==> src/sv/tlbl_pkg.sv <==
// Shared types and constants for the TLB lookup/insert core.
// No dependencies; imported by every module of the block except tlbl_ram.
`default_nettype none
package tlbl_pkg;

    localparam int TLB_ENTRIES_DEF = 16;
    localparam int VPN_BITS_DEF    = 20;
    localparam int PFN_BITS_DEF    = 20;

    localparam int SLOT_W  = 4;
    localparam int COUNT_W = 32;
    localparam logic [COUNT_W-1:0] COUNT_MAX = '1;

    localparam int QDEPTH = 2;

    typedef enum logic {
        OP_LOOKUP = 1'b0,
        OP_INSERT = 1'b1
    } op_kind_t;

    typedef enum logic [2:0] {
        S_IDLE,
        S_LK_CMP,
        S_LK_ENC,
        S_LK_RD,
        S_LK_OUT,
        S_IN_SEL,
        S_IN_MIN,
        S_IN_WR
    } back_state_t;

    typedef struct packed {
        logic full;
        logic empty;
    } q_stat_t;

endpackage
`default_nettype wire

==> src/sv/tlbl_ram.sv <==
// Generic single-write, single-read RAM with registered read data.
// No dependencies.
`default_nettype none
module tlbl_ram #(
    parameter int W     = 20,
    parameter int DEPTH = 16,
    localparam int AW   = (DEPTH < 2) ? 1 : $clog2(DEPTH)
) (
    input  wire logic          clk,
    input  wire logic          we,
    input  wire logic [AW-1:0] waddr,
    input  wire logic [W-1:0]  wdata,
    input  wire logic [AW-1:0] raddr,
    output logic      [W-1:0]  rdata
);

    logic [W-1:0] mem_reg [DEPTH];
    logic [W-1:0] rdata_reg;

    always_ff @(posedge clk)
    begin
        if (we)
        begin
            mem_reg[waddr] <= wdata;
        end
        rdata_reg <= mem_reg[raddr];
    end

    assign rdata = rdata_reg;

endmodule
`default_nettype wire

==> src/sv/tlbl_queue.sv <==
// Short word queue between the front and back ends.
// Depends on tlbl_pkg (queue depth, status struct).
`default_nettype none
module tlbl_queue #(
    parameter int W = 41
) (
    input  wire logic              clk,
    input  wire logic              rst_n,
    input  wire logic              push,
    input  wire logic [W-1:0]      push_data,
    input  wire logic              pop,
    output logic      [W-1:0]      pop_data,
    output tlbl_pkg::q_stat_t      stat
);
    import tlbl_pkg::*;

    localparam int PTR_W = (QDEPTH < 2) ? 1 : $clog2(QDEPTH);
    localparam int CNT_W = $clog2(QDEPTH + 1);

    logic [W-1:0]     mem_reg [QDEPTH];
    logic [PTR_W-1:0] wr_ptr_reg, rd_ptr_reg;
    logic [CNT_W-1:0] cnt_reg;

    function automatic logic [PTR_W-1:0] ptr_inc(input logic [PTR_W-1:0] p);
        logic [PTR_W-1:0] r;
        if (p == PTR_W'(QDEPTH - 1))
        begin
            r = '0;
        end
        else
        begin
            r = p + PTR_W'(1);
        end
        return r;
    endfunction

    always_ff @(posedge clk or negedge rst_n)
    begin
        if (!rst_n)
        begin
            wr_ptr_reg <= '0;
            rd_ptr_reg <= '0;
            cnt_reg    <= '0;
        end
        else
        begin
            if (push)
            begin
                wr_ptr_reg <= ptr_inc(wr_ptr_reg);
            end
            if (pop)
            begin
                rd_ptr_reg <= ptr_inc(rd_ptr_reg);
            end
            if (push && !pop)
            begin
                cnt_reg <= cnt_reg + CNT_W'(1);
            end
            else if (pop && !push)
            begin
                cnt_reg <= cnt_reg - CNT_W'(1);
            end
        end
    end

    always_ff @(posedge clk)
    begin
        if (push)
        begin
            mem_reg[wr_ptr_reg] <= push_data;
        end
    end

    assign pop_data   = mem_reg[rd_ptr_reg];
    assign stat.full  = (cnt_reg == CNT_W'(QDEPTH));
    assign stat.empty = (cnt_reg == '0);

endmodule
`default_nettype wire

==> src/sv/tlbl_front.sv <==
// Front end: takes command words, classifies them and feeds the queue.
// Depends on tlbl_pkg.
`default_nettype none
module tlbl_front #(
    parameter int VPN_BITS = tlbl_pkg::VPN_BITS_DEF,
    parameter int PFN_BITS = tlbl_pkg::PFN_BITS_DEF,
    localparam int QW      = 1 + VPN_BITS + PFN_BITS
) (
    input  wire logic                clk,
    input  wire logic                rst_n,
    input  wire logic                start,
    output logic                     busy,
    input  wire logic                opcode,
    input  wire logic [VPN_BITS-1:0] virt_page,
    input  wire logic [PFN_BITS-1:0] phys_frame,
    input  wire tlbl_pkg::q_stat_t   q_stat,
    output logic                     push,
    output logic      [QW-1:0]       push_data
);
    import tlbl_pkg::*;

    logic                hold_reg;
    op_kind_t            kind_reg;
    logic [VPN_BITS-1:0] page_reg;
    logic [PFN_BITS-1:0] frame_reg;
    logic                accept;

    assign busy   = hold_reg && q_stat.full;
    assign accept = start && !busy;
    assign push   = hold_reg && !q_stat.full;

    always_ff @(posedge clk or negedge rst_n)
    begin
        if (!rst_n)
        begin
            hold_reg <= 1'b0;
        end
        else if (accept)
        begin
            hold_reg <= 1'b1;
        end
        else if (push)
        begin
            hold_reg <= 1'b0;
        end
    end

    // frame is meaningless for a lookup; zero it so the queue word is clean
    always_ff @(posedge clk)
    begin
        if (accept)
        begin
            kind_reg  <= op_kind_t'(opcode);
            page_reg  <= virt_page;
            frame_reg <= (op_kind_t'(opcode) == OP_INSERT) ? phys_frame : '0;
        end
    end

    assign push_data = {kind_reg, page_reg, frame_reg};

endmodule
`default_nettype wire

==> src/sv/tlbl_back.sv <==
// Back end: tag compare, LRU victim search, entry update and result register.
// Depends on tlbl_pkg and tlbl_ram (frame store).
`default_nettype none
module tlbl_back #(
    parameter int TLB_ENTRIES = tlbl_pkg::TLB_ENTRIES_DEF,
    parameter int VPN_BITS    = tlbl_pkg::VPN_BITS_DEF,
    parameter int PFN_BITS    = tlbl_pkg::PFN_BITS_DEF,
    localparam int QW         = 1 + VPN_BITS + PFN_BITS
) (
    input  wire logic                    clk,
    input  wire logic                    rst_n,
    input  wire logic [QW-1:0]           q_data,
    input  wire tlbl_pkg::q_stat_t       q_stat,
    output logic                         pop,
    output logic                         done,
    output logic                         hit,
    output logic [PFN_BITS-1:0]          frame_out,
    output logic [tlbl_pkg::SLOT_W-1:0]  slot_used
);
    import tlbl_pkg::*;

    localparam int N      = TLB_ENTRIES;
    localparam int LEVELS = $clog2(N);
    localparam int NPOW   = 1 << LEVELS;
    localparam int IDX_W  = (LEVELS < 1) ? 1 : LEVELS;
    localparam int LVL_W  = (LEVELS < 1) ? 1 : $clog2(LEVELS + 1);

    back_state_t state_reg, state_next;

    // entry storage
    logic [N-1:0]        valid_reg;
    logic [VPN_BITS-1:0] page_reg  [N];
    logic [COUNT_W-1:0]  stamp_reg [N];
    logic [COUNT_W-1:0]  count_reg;

    // current word
    op_kind_t            kind_reg;
    logic [VPN_BITS-1:0] vpn_reg;
    logic [PFN_BITS-1:0] pfn_reg;

    logic [N-1:0]        match_reg;
    logic                hit_flag_reg;
    logic [IDX_W-1:0]    idx_reg;

    // min-stamp reduction tree, reduced in place one level per cycle
    logic [COUNT_W-1:0]  tree_val_reg [NPOW];
    logic [IDX_W-1:0]    tree_idx_reg [NPOW];
    logic [LVL_W-1:0]    lvl_reg;

    logic                done_reg;
    logic                hit_o_reg;
    logic [PFN_BITS-1:0] frame_o_reg;
    logic [SLOT_W-1:0]   slot_o_reg;

    logic                ram_we;
    logic [IDX_W-1:0]    ram_raddr;
    logic [PFN_BITS-1:0] ram_rdata;

    logic [N-1:0]        match_vec;
    logic [IDX_W-1:0]    match_idx;
    logic                any_match;
    logic [IDX_W-1:0]    free_idx;
    logic                all_valid;
    logic                tree_done;
    logic [SLOT_W-1:0]   idx_slot;
    logic [IDX_W+SLOT_W-1:0] idx_ext;

    tlbl_ram #(
        .W     (PFN_BITS),
        .DEPTH (N)
    ) u_frame_ram (
        .clk   (clk),
        .we    (ram_we),
        .waddr (idx_reg),
        .wdata (pfn_reg),
        .raddr (ram_raddr),
        .rdata (ram_rdata)
    );

    always_comb
    begin
        for (int i = 0; i < N; i++)
        begin
            match_vec[i] = valid_reg[i] && (page_reg[i] == vpn_reg);
        end
    end

    // lowest set index wins
    always_comb
    begin
        match_idx = '0;
        free_idx  = '0;
        for (int i = N - 1; i >= 0; i--)
        begin
            if (match_reg[i])
            begin
                match_idx = IDX_W'(i);
            end
            if (!valid_reg[i])
            begin
                free_idx = IDX_W'(i);
            end
        end
    end

    assign any_match = |match_reg;
    assign all_valid = &valid_reg;
    assign tree_done = (lvl_reg == LVL_W'(LEVELS));
    assign idx_ext   = {{SLOT_W{1'b0}}, idx_reg};
    assign idx_slot  = idx_ext[SLOT_W-1:0];
    assign ram_raddr = idx_reg;

    always_ff @(posedge clk or negedge rst_n)
    begin
        if (!rst_n)
        begin
            state_reg <= S_IDLE;
        end
        else
        begin
            state_reg <= state_next;
        end
    end

    always_comb
    begin
        state_next = state_reg;
        pop        = 1'b0;
        ram_we     = 1'b0;
        unique case (state_reg)
            S_IDLE:
            begin
                if (!q_stat.empty)
                begin
                    pop = 1'b1;
                    if (op_kind_t'(q_data[QW-1]) == OP_INSERT)
                    begin
                        state_next = S_IN_SEL;
                    end
                    else
                    begin
                        state_next = S_LK_CMP;
                    end
                end
            end
            S_LK_CMP: state_next = S_LK_ENC;
            S_LK_ENC: state_next = S_LK_RD;
            S_LK_RD:  state_next = S_LK_OUT;
            S_LK_OUT: state_next = S_IDLE;
            S_IN_SEL:
            begin
                state_next = all_valid ? S_IN_MIN : S_IN_WR;
            end
            S_IN_MIN:
            begin
                if (tree_done)
                begin
                    state_next = S_IN_WR;
                end
            end
            S_IN_WR:
            begin
                ram_we     = 1'b1;
                state_next = S_IDLE;
            end
            default: state_next = S_IDLE;
        endcase
    end

    // control-side registers
    always_ff @(posedge clk or negedge rst_n)
    begin
        if (!rst_n)
        begin
            valid_reg <= '0;
            count_reg <= '0;
            done_reg  <= 1'b0;
        end
        else
        begin
            done_reg <= (state_reg == S_LK_OUT) || (state_reg == S_IN_WR);
            if (state_reg == S_LK_CMP && count_reg != COUNT_MAX)
            begin
                count_reg <= count_reg + COUNT_W'(1);
            end
            if (state_reg == S_IN_WR)
            begin
                valid_reg[idx_reg] <= 1'b1;
            end
        end
    end

    // datapath registers
    always_ff @(posedge clk)
    begin
        unique case (state_reg)
            S_IDLE:
            begin
                kind_reg <= op_kind_t'(q_data[QW-1]);
                vpn_reg  <= q_data[QW-2:PFN_BITS];
                pfn_reg  <= q_data[PFN_BITS-1:0];
            end
            S_LK_CMP:
            begin
                match_reg <= match_vec;
            end
            S_LK_ENC:
            begin
                hit_flag_reg <= any_match;
                idx_reg      <= match_idx;
            end
            S_LK_RD:
            begin
                if (hit_flag_reg)
                begin
                    stamp_reg[idx_reg] <= count_reg;
                end
            end
            S_LK_OUT:
            begin
                hit_o_reg   <= hit_flag_reg;
                frame_o_reg <= hit_flag_reg ? ram_rdata : '0;
                slot_o_reg  <= hit_flag_reg ? idx_slot : '0;
            end
            S_IN_SEL:
            begin
                idx_reg <= free_idx;
                lvl_reg <= '0;
                for (int i = 0; i < NPOW; i++)
                begin
                    if (i < N)
                    begin
                        tree_val_reg[i] <= stamp_reg[i];
                    end
                    else
                    begin
                        tree_val_reg[i] <= COUNT_MAX;
                    end
                    tree_idx_reg[i] <= IDX_W'(i);
                end
            end
            S_IN_MIN:
            begin
                if (tree_done)
                begin
                    idx_reg <= tree_idx_reg[0];
                end
                else
                begin
                    lvl_reg <= lvl_reg + LVL_W'(1);
                    // left operand has the lower index, so it wins ties
                    for (int i = 0; i < NPOW / 2; i++)
                    begin
                        if (tree_val_reg[2*i+1] < tree_val_reg[2*i])
                        begin
                            tree_val_reg[i] <= tree_val_reg[2*i+1];
                            tree_idx_reg[i] <= tree_idx_reg[2*i+1];
                        end
                        else
                        begin
                            tree_val_reg[i] <= tree_val_reg[2*i];
                            tree_idx_reg[i] <= tree_idx_reg[2*i];
                        end
                    end
                end
            end
            S_IN_WR:
            begin
                page_reg[idx_reg]  <= vpn_reg;
                stamp_reg[idx_reg] <= count_reg;
                hit_o_reg          <= 1'b0;
                frame_o_reg        <= '0;
                slot_o_reg         <= idx_slot;
            end
            default:
            begin
                lvl_reg <= lvl_reg;
            end
        endcase
    end

    assign done      = done_reg;
    assign hit       = hit_o_reg;
    assign frame_out = frame_o_reg;
    assign slot_used = slot_o_reg;

`ifndef SYNTHESIS
    a_done_src: assert property (@(posedge clk) disable iff (!rst_n)
        done |-> ($past(state_reg) == S_LK_OUT || $past(state_reg) == S_IN_WR))
        else $error("result strobe without a finishing state");

    a_pop_nonempty: assert property (@(posedge clk) disable iff (!rst_n)
        pop |-> !q_stat.empty)
        else $error("queue popped while empty");

    a_count_only_lookup: assert property (@(posedge clk) disable iff (!rst_n)
        (count_reg != $past(count_reg)) |-> ($past(state_reg) == S_LK_CMP))
        else $error("access counter moved outside a lookup");

    a_valid_sticky: assert property (@(posedge clk) disable iff (!rst_n)
        (($past(valid_reg) & ~valid_reg) == '0))
        else $error("entry lost its valid bit");

    a_insert_kind: assert property (@(posedge clk) disable iff (!rst_n)
        (state_reg == S_IN_WR) |-> (kind_reg == OP_INSERT))
        else $error("entry write for a lookup word");
`endif

endmodule
`default_nettype wire

==> src/sv/tlb_lru_lookup_insert_core.sv <==
// Top level of the fully associative TLB with timestamp LRU replacement.
// Depends on tlbl_pkg, tlbl_front, tlbl_queue, tlbl_back, tlbl_ram.
//
// A word is taken when start is high and busy is low; each word gives exactly one
// result, shown for one cycle with done high, in order, and the receiver cannot stall
// it. Words pass through an input register and a two-word queue to the back end,
// which handles one at a time: a lookup steps through compare, encode, frame RAM
// read and output; an insert into a free slot selects and writes the slot, and an
// insert into a full table also runs the min-stamp tree (one level per cycle) to
// find the victim. busy rises only when the front register and the queue are full.
`default_nettype none
module tlb_lru_lookup_insert_core #(
    parameter int TLB_ENTRIES = tlbl_pkg::TLB_ENTRIES_DEF,
    parameter int VPN_BITS    = tlbl_pkg::VPN_BITS_DEF,
    parameter int PFN_BITS    = tlbl_pkg::PFN_BITS_DEF
) (
    input  wire logic                        clk,
    input  wire logic                        rst_n,
    input  wire logic                        start,
    output logic                             busy,
    input  wire logic                        opcode,
    input  wire logic [VPN_BITS-1:0]         virt_page,
    input  wire logic [PFN_BITS-1:0]         phys_frame,
    output logic                             done,
    output logic                             hit,
    output logic [PFN_BITS-1:0]              frame_out,
    output logic [tlbl_pkg::SLOT_W-1:0]      slot_used
);
    import tlbl_pkg::*;

    localparam int QW = 1 + VPN_BITS + PFN_BITS;

    logic          push;
    logic [QW-1:0] push_data;
    logic          pop;
    logic [QW-1:0] pop_data;
    q_stat_t       q_stat;

    tlbl_front #(
        .VPN_BITS (VPN_BITS),
        .PFN_BITS (PFN_BITS)
    ) u_front (
        .clk        (clk),
        .rst_n      (rst_n),
        .start      (start),
        .busy       (busy),
        .opcode     (opcode),
        .virt_page  (virt_page),
        .phys_frame (phys_frame),
        .q_stat     (q_stat),
        .push       (push),
        .push_data  (push_data)
    );

    tlbl_queue #(
        .W (QW)
    ) u_queue (
        .clk       (clk),
        .rst_n     (rst_n),
        .push      (push),
        .push_data (push_data),
        .pop       (pop),
        .pop_data  (pop_data),
        .stat      (q_stat)
    );

    tlbl_back #(
        .TLB_ENTRIES (TLB_ENTRIES),
        .VPN_BITS    (VPN_BITS),
        .PFN_BITS    (PFN_BITS)
    ) u_back (
        .clk       (clk),
        .rst_n     (rst_n),
        .q_data    (pop_data),
        .q_stat    (q_stat),
        .pop       (pop),
        .done      (done),
        .hit       (hit),
        .frame_out (frame_out),
        .slot_used (slot_used)
    );

endmodule
`default_nettype wire
==> config.mk <==
export PLATFORM = sky130hd
export DESIGN_NAME = tlb_lru_lookup_insert_core
export DESIGN_NICKNAME = d
export VERILOG_FILES = /design/src/sv/tlbl_pkg.sv /design/src/sv/tlbl_ram.sv /design/src/sv/tlbl_queue.sv /design/src/sv/tlbl_front.sv /design/src/sv/tlbl_back.sv /design/src/sv/tlb_lru_lookup_insert_core.sv
export SDC_FILE = /design/constraint.sdc
export NUM_CORES = 2
export LEC_CHECK = 0
export BUFFER_PORTS_ARGS = -buffer_cell sky130_fd_sc_hd__buf_2
export CAP_MARGIN = 10
export CORE_MARGIN = 2
export CORE_UTILIZATION = 60
export DETAILED_ROUTE_END_ITERATION = 10
export GPL_TIMING_DRIVEN = 0
export PLACE_DENSITY = 0.76
export SLEW_MARGIN = 20
export SYNTH_ARGS = -nofsm -noshare
export SYNTH_HDL_FRONTEND = slang
export SYNTH_HIERARCHICAL = 1
export SYNTH_SLANG_ARGS = --single-unit
==> constraint.sdc <==
create_clock -name clk -period 16.7 [get_ports clk]
set_input_delay 1.67 -clock clk [delete_from_list [all_inputs] [get_ports clk]]
set_output_delay 1.67 -clock clk [all_outputs]
set_load 0.01 [all_outputs]
==> results.cfg <==
[floorplan]
dieArea_mm2 = 0.135
core.rowCount = 133
die_w_um = 367
core-area_mm2 = 0.131
die_h_um = 367
start_util_pct = 60.3
pin_count = 71

[cts]
clkTransAtPathRegs_ns = 0.06
cts_buffers = 183
clockBufferDepth = 3
cts_resized = 0
clkLatencyLatePin_ns = 0.81
htreeDepth = 4
cts.sink_count = 1974
post-cts-setup-buffer-count = 0
cts_tree = built
hold_buffers = 0
cts-root-buf = clkbuf_16

[synthesis]
ys_warn_count = 6
async_reset_ff_share_pct = 2.89
synth_cells = 4777
netlist_area_mm2 = 0.0790
ys.flop_type = edfxtp_1
synth.distinct_cells = 75
synth_nets = 5077
yosysSeqAreaShare_pct = 74.4
synth_seq_cells = 1974
synth_edf_count = 1897
syn_area_per_cell_um2 = 16.5

[timing]
slew_headroom_pct = 19.2
hold_viol_final = 0
setup_violations = 0
skew_ns = 0.0170
slew_violations = 0
finalCriticalPeriod_ns = 4.59
max_freq_mhz = 218
setup_tns_ns = 0
period_share_pct = 27.5
rsz0062_at_grt = false
worst_pin_slew_ns = 1.21

[worst_setup_path]
path_class = reg2reg
cp_slowest_stage_delay_ns = 0.68
path_buf_inv = 9
ff2ff_path_depth = 13
critPathCapture = u_back/tree_val_reg[0][200]$_DFFE_PP_
critical-path-slowest-cell = clkbuf_1
arrival_ns = 5.13
start_kind = register
crit_start = u_back/state_reg[0]$_DFFE_PN0P_
cp_common_cell = clkbuf_1
r2r_slack_ns = 12.11
critPathTopFamily = buffers and inverters
r2r_end = u_back/tree_val_reg[0][200]$_DFFE_PP_
r2r_start = u_back/state_reg[0]$_DFFE_PN0P_
crit_required_ns = 17.24
crit_fanout = 51
worst-path-stages = 13
endpoint_kind = register
path_cells = inv_1 -> ha_1 -> nand2_1 -> a21oi_2 -> inv_1 -> clkbuf_1 -> clkbuf_1 -> clkbuf_1 -> nand2_4 -> buf_12 -> buf_16 -> buf_16 -> buf_12

[placed_design]
gp_congestion = 0.898
hpwl_mm = 117
numPortBuffers = 70

[power_and_ir_drop]
clockPowerShare_pct = 25.8
seqPwrFrac_pct = 47.3
sw_frac_of_total_pct = 32.3
intPower_w = 0.0106
leakage_nw = 32.0
p_switching_w = 0.00509
peakVddDrop_mv = 0.125
p_per_area_mw_per_mm2 = 177
combinationalPowerShare_pct = 26.9

[cells_and_area]
areaGrowthSynthToFinish_pct = 12.4
final_core_util_pct = 67.7
fin_nets = 5395
layout-drive-gt1-share_pct = 12.7

[grt]
track_usage_pct = 26.3
grt_start_max_net_pins = 100
overflow = 0
antenna_found_initial = 7
grt_pass1_vias = 41916
grt_pass1_wl_mm = 261

[status]
status = finished clean

[routing]
ant_nets = 0
drtIter0Drc = 5322
vias = 42159
finalWirelength_mm = 177
vias_per_cell = 6.01
drc = 0
first_pass_iters = 7
wl_per_cell_um = 25.2

[job]
cap_violations = 0

[hold_path]
hold_class = reg2reg
-- layer usage --
layer / part of all wire (%) / track usage (%) / routed length, um / vias up
li1: - / - / - / 18610
met1: 40 / 37.4 / 70800 / 21138
met2: 47 / 41.9 / 83800 / 2109
met3: 9.9 / 4.60 / 17600 / 300
met4: 2.7 / 8.44 / 4780 / 2
met5: 0.0068 / 0 / 12 / -
-- stage by stage --
stage | instance area [um2] | worst slack, ns | hold slack, ns | std cells | total power [W]
2_1_floorplan | 79000 | 9.19 | 0.400 | 4777 | 0.0101
3_3_place_gp | 81600 | 5.42 | 0.400 | 6602 | 0.0116
3_5_place_dp | 82900 | 12.21 | 0.405 | 6665 | 0.0117
4_1_cts | 88800 | 12.13 | 0.404 | 7009 | 0.0157
5_1_grt | 88800 | 11.92 | 0.417 | 7011 | 0.0164
6_report | 88800 | 12.11 | 0.407 | 7012 | 0.0157
-- cells by family after synthesis --
family | after synthesis | synth area share [%]
buffers and inverters | 442 | 2.37
DFF | 1974 | 74.4
AOI/OAI and AO/OA | 508 | 3.80
xor gates and xnor gates | 356 | 3.95
adders and majority gates | 256 | 4.05
muxes | 352 | 6.06
and+or+nand+nor | 889 | 5.37
-- cell type report --
type	instances	area, um2
fill	8372	42300
timing repair buffer	133	1300
sequential	1974	58800
antenna	3	7.51
multi-input combinational	2361	18700
clock buffer	244	5000
tap	1755	2200
clock inverter	100	887
buffer	169	870
inverter	273	1030
-- worst min-delay path by stage --
stage,start,slack [ns],cells after the start,endpoint
floorplan,u_back/stamp_reg[8][0]$_DFFE_PP_,0.40,0,u_back/tree_val_reg[1][0]$_DFFE_PP_
global placement,u_back/stamp_reg[8][6]$_DFFE_PP_,0.40,0,u_back/tree_val_reg[1][6]$_DFFE_PP_
detailed placement,u_back/stamp_reg[8][0]$_DFFE_PP_,0.40,0,u_back/tree_val_reg[1][0]$_DFFE_PP_
CTS,u_back/stamp_reg[8][15]$_DFFE_PP_,0.40,0,u_back/tree_val_reg[1][15]$_DFFE_PP_
global route,u_back/stamp_reg[8][15]$_DFFE_PP_,0.42,0,u_back/tree_val_reg[1][15]$_DFFE_PP_
finish,u_back/stamp_reg[8][15]$_DFFE_PP_,0.41,0,u_back/tree_val_reg[1][15]$_DFFE_PP_
-- Yosys cell counts, types with 8 or more instances --
| master | number | area, um2 |
|---|---|---|
| a211oi_1 | 12 | 90.1 |
| a21o_1 | 28 | 210 |
| a21oi_1 | 117 | 586 |
| a22oi_1 | 40 | 300 |
| a31oi_1 | 8 | 50.1 |
| and2_1 | 22 | 138 |
| and2_2 | 11 | 82.6 |
| and3_1 | 28 | 175 |
| and4_1 | 9 | 78.8 |
| buf_1 | 10 | 37.5 |
| buf_2 | 18 | 90.1 |
| buf_4 | 8 | 60.1 |
| buf_6 | 8 | 90.1 |
| clkbuf_1 | 118 | 443 |
| dfrtp_1 | 57 | 1430 |
| dfxtp_1 | 20 | 400 |
| edfxtp_1 | 1897 | 57000 |
| ha_1 | 256 | 3200 |
| inv_1 | 273 | 1020 |
| mux2_4 | 39 | 586 |
| mux2i_1 | 229 | 2290 |
| mux4_1 | 16 | 420 |
| mux4_2 | 64 | 1440 |
| nand2_1 | 385 | 1450 |
| nand2b_1 | 19 | 119 |
| nand3_1 | 50 | 250 |
| nand4_1 | 93 | 582 |
| nor2_1 | 126 | 473 |
| nor2b_1 | 19 | 119 |
| nor3_1 | 34 | 170 |
| nor4_1 | 57 | 357 |
| o21ai_0 | 92 | 460 |
| o21ai_1 | 149 | 746 |
| or2_2 | 17 | 106 |
| or3_1 | 8 | 50.1 |
| xnor2_1 | 197 | 1730 |
| xor2_1 | 159 | 1390 |
-- worst register-to-register path: cells and delay by family (launching register included) --
kind	cells	cell delay (ns)
AOI/OAI and AO/OA	1	0.11
adders and majority gates	1	0.25
buffers and inverters	9	3.02
DFF	1	0.40
and+or+nand+nor	2	0.52
-- layout by cell type, fill, tap and decap left out, drive strengths merged, types with 13 or more instances in the layout --
cell	instances
buf	183
nor4	57
and2	34
a21oi	117
or2	17
and3	28
a21o	28
mux4	80
clkinv	75
ha	256
a211oi	13
nor2b	19
mux2i	229
nor3	34
nand4	93
nand3	50
dfxtp	20
dfrtp	57
clkbuf	363
xnor2	197
edfxtp	1897
xor2	159
a22oi	40
o21ai	241
mux2	43
nand2b	20
nand2	385
nor2	126
inv	282
-- power by group through the flow --
stage / logic, W / registers [W] / clock network (W)
floorplan: 0.00277 / 0.00736 / 0
global placement: 0.00386 / 0.00770 / 0
detailed placement: 0.00417 / 0.00749 / 0
CTS: 0.00422 / 0.00741 / 0.00412
global route: 0.00458 / 0.00751 / 0.00430
finish: 0.00423 / 0.00743 / 0.00406
Power figures use the tool's default switching activity.
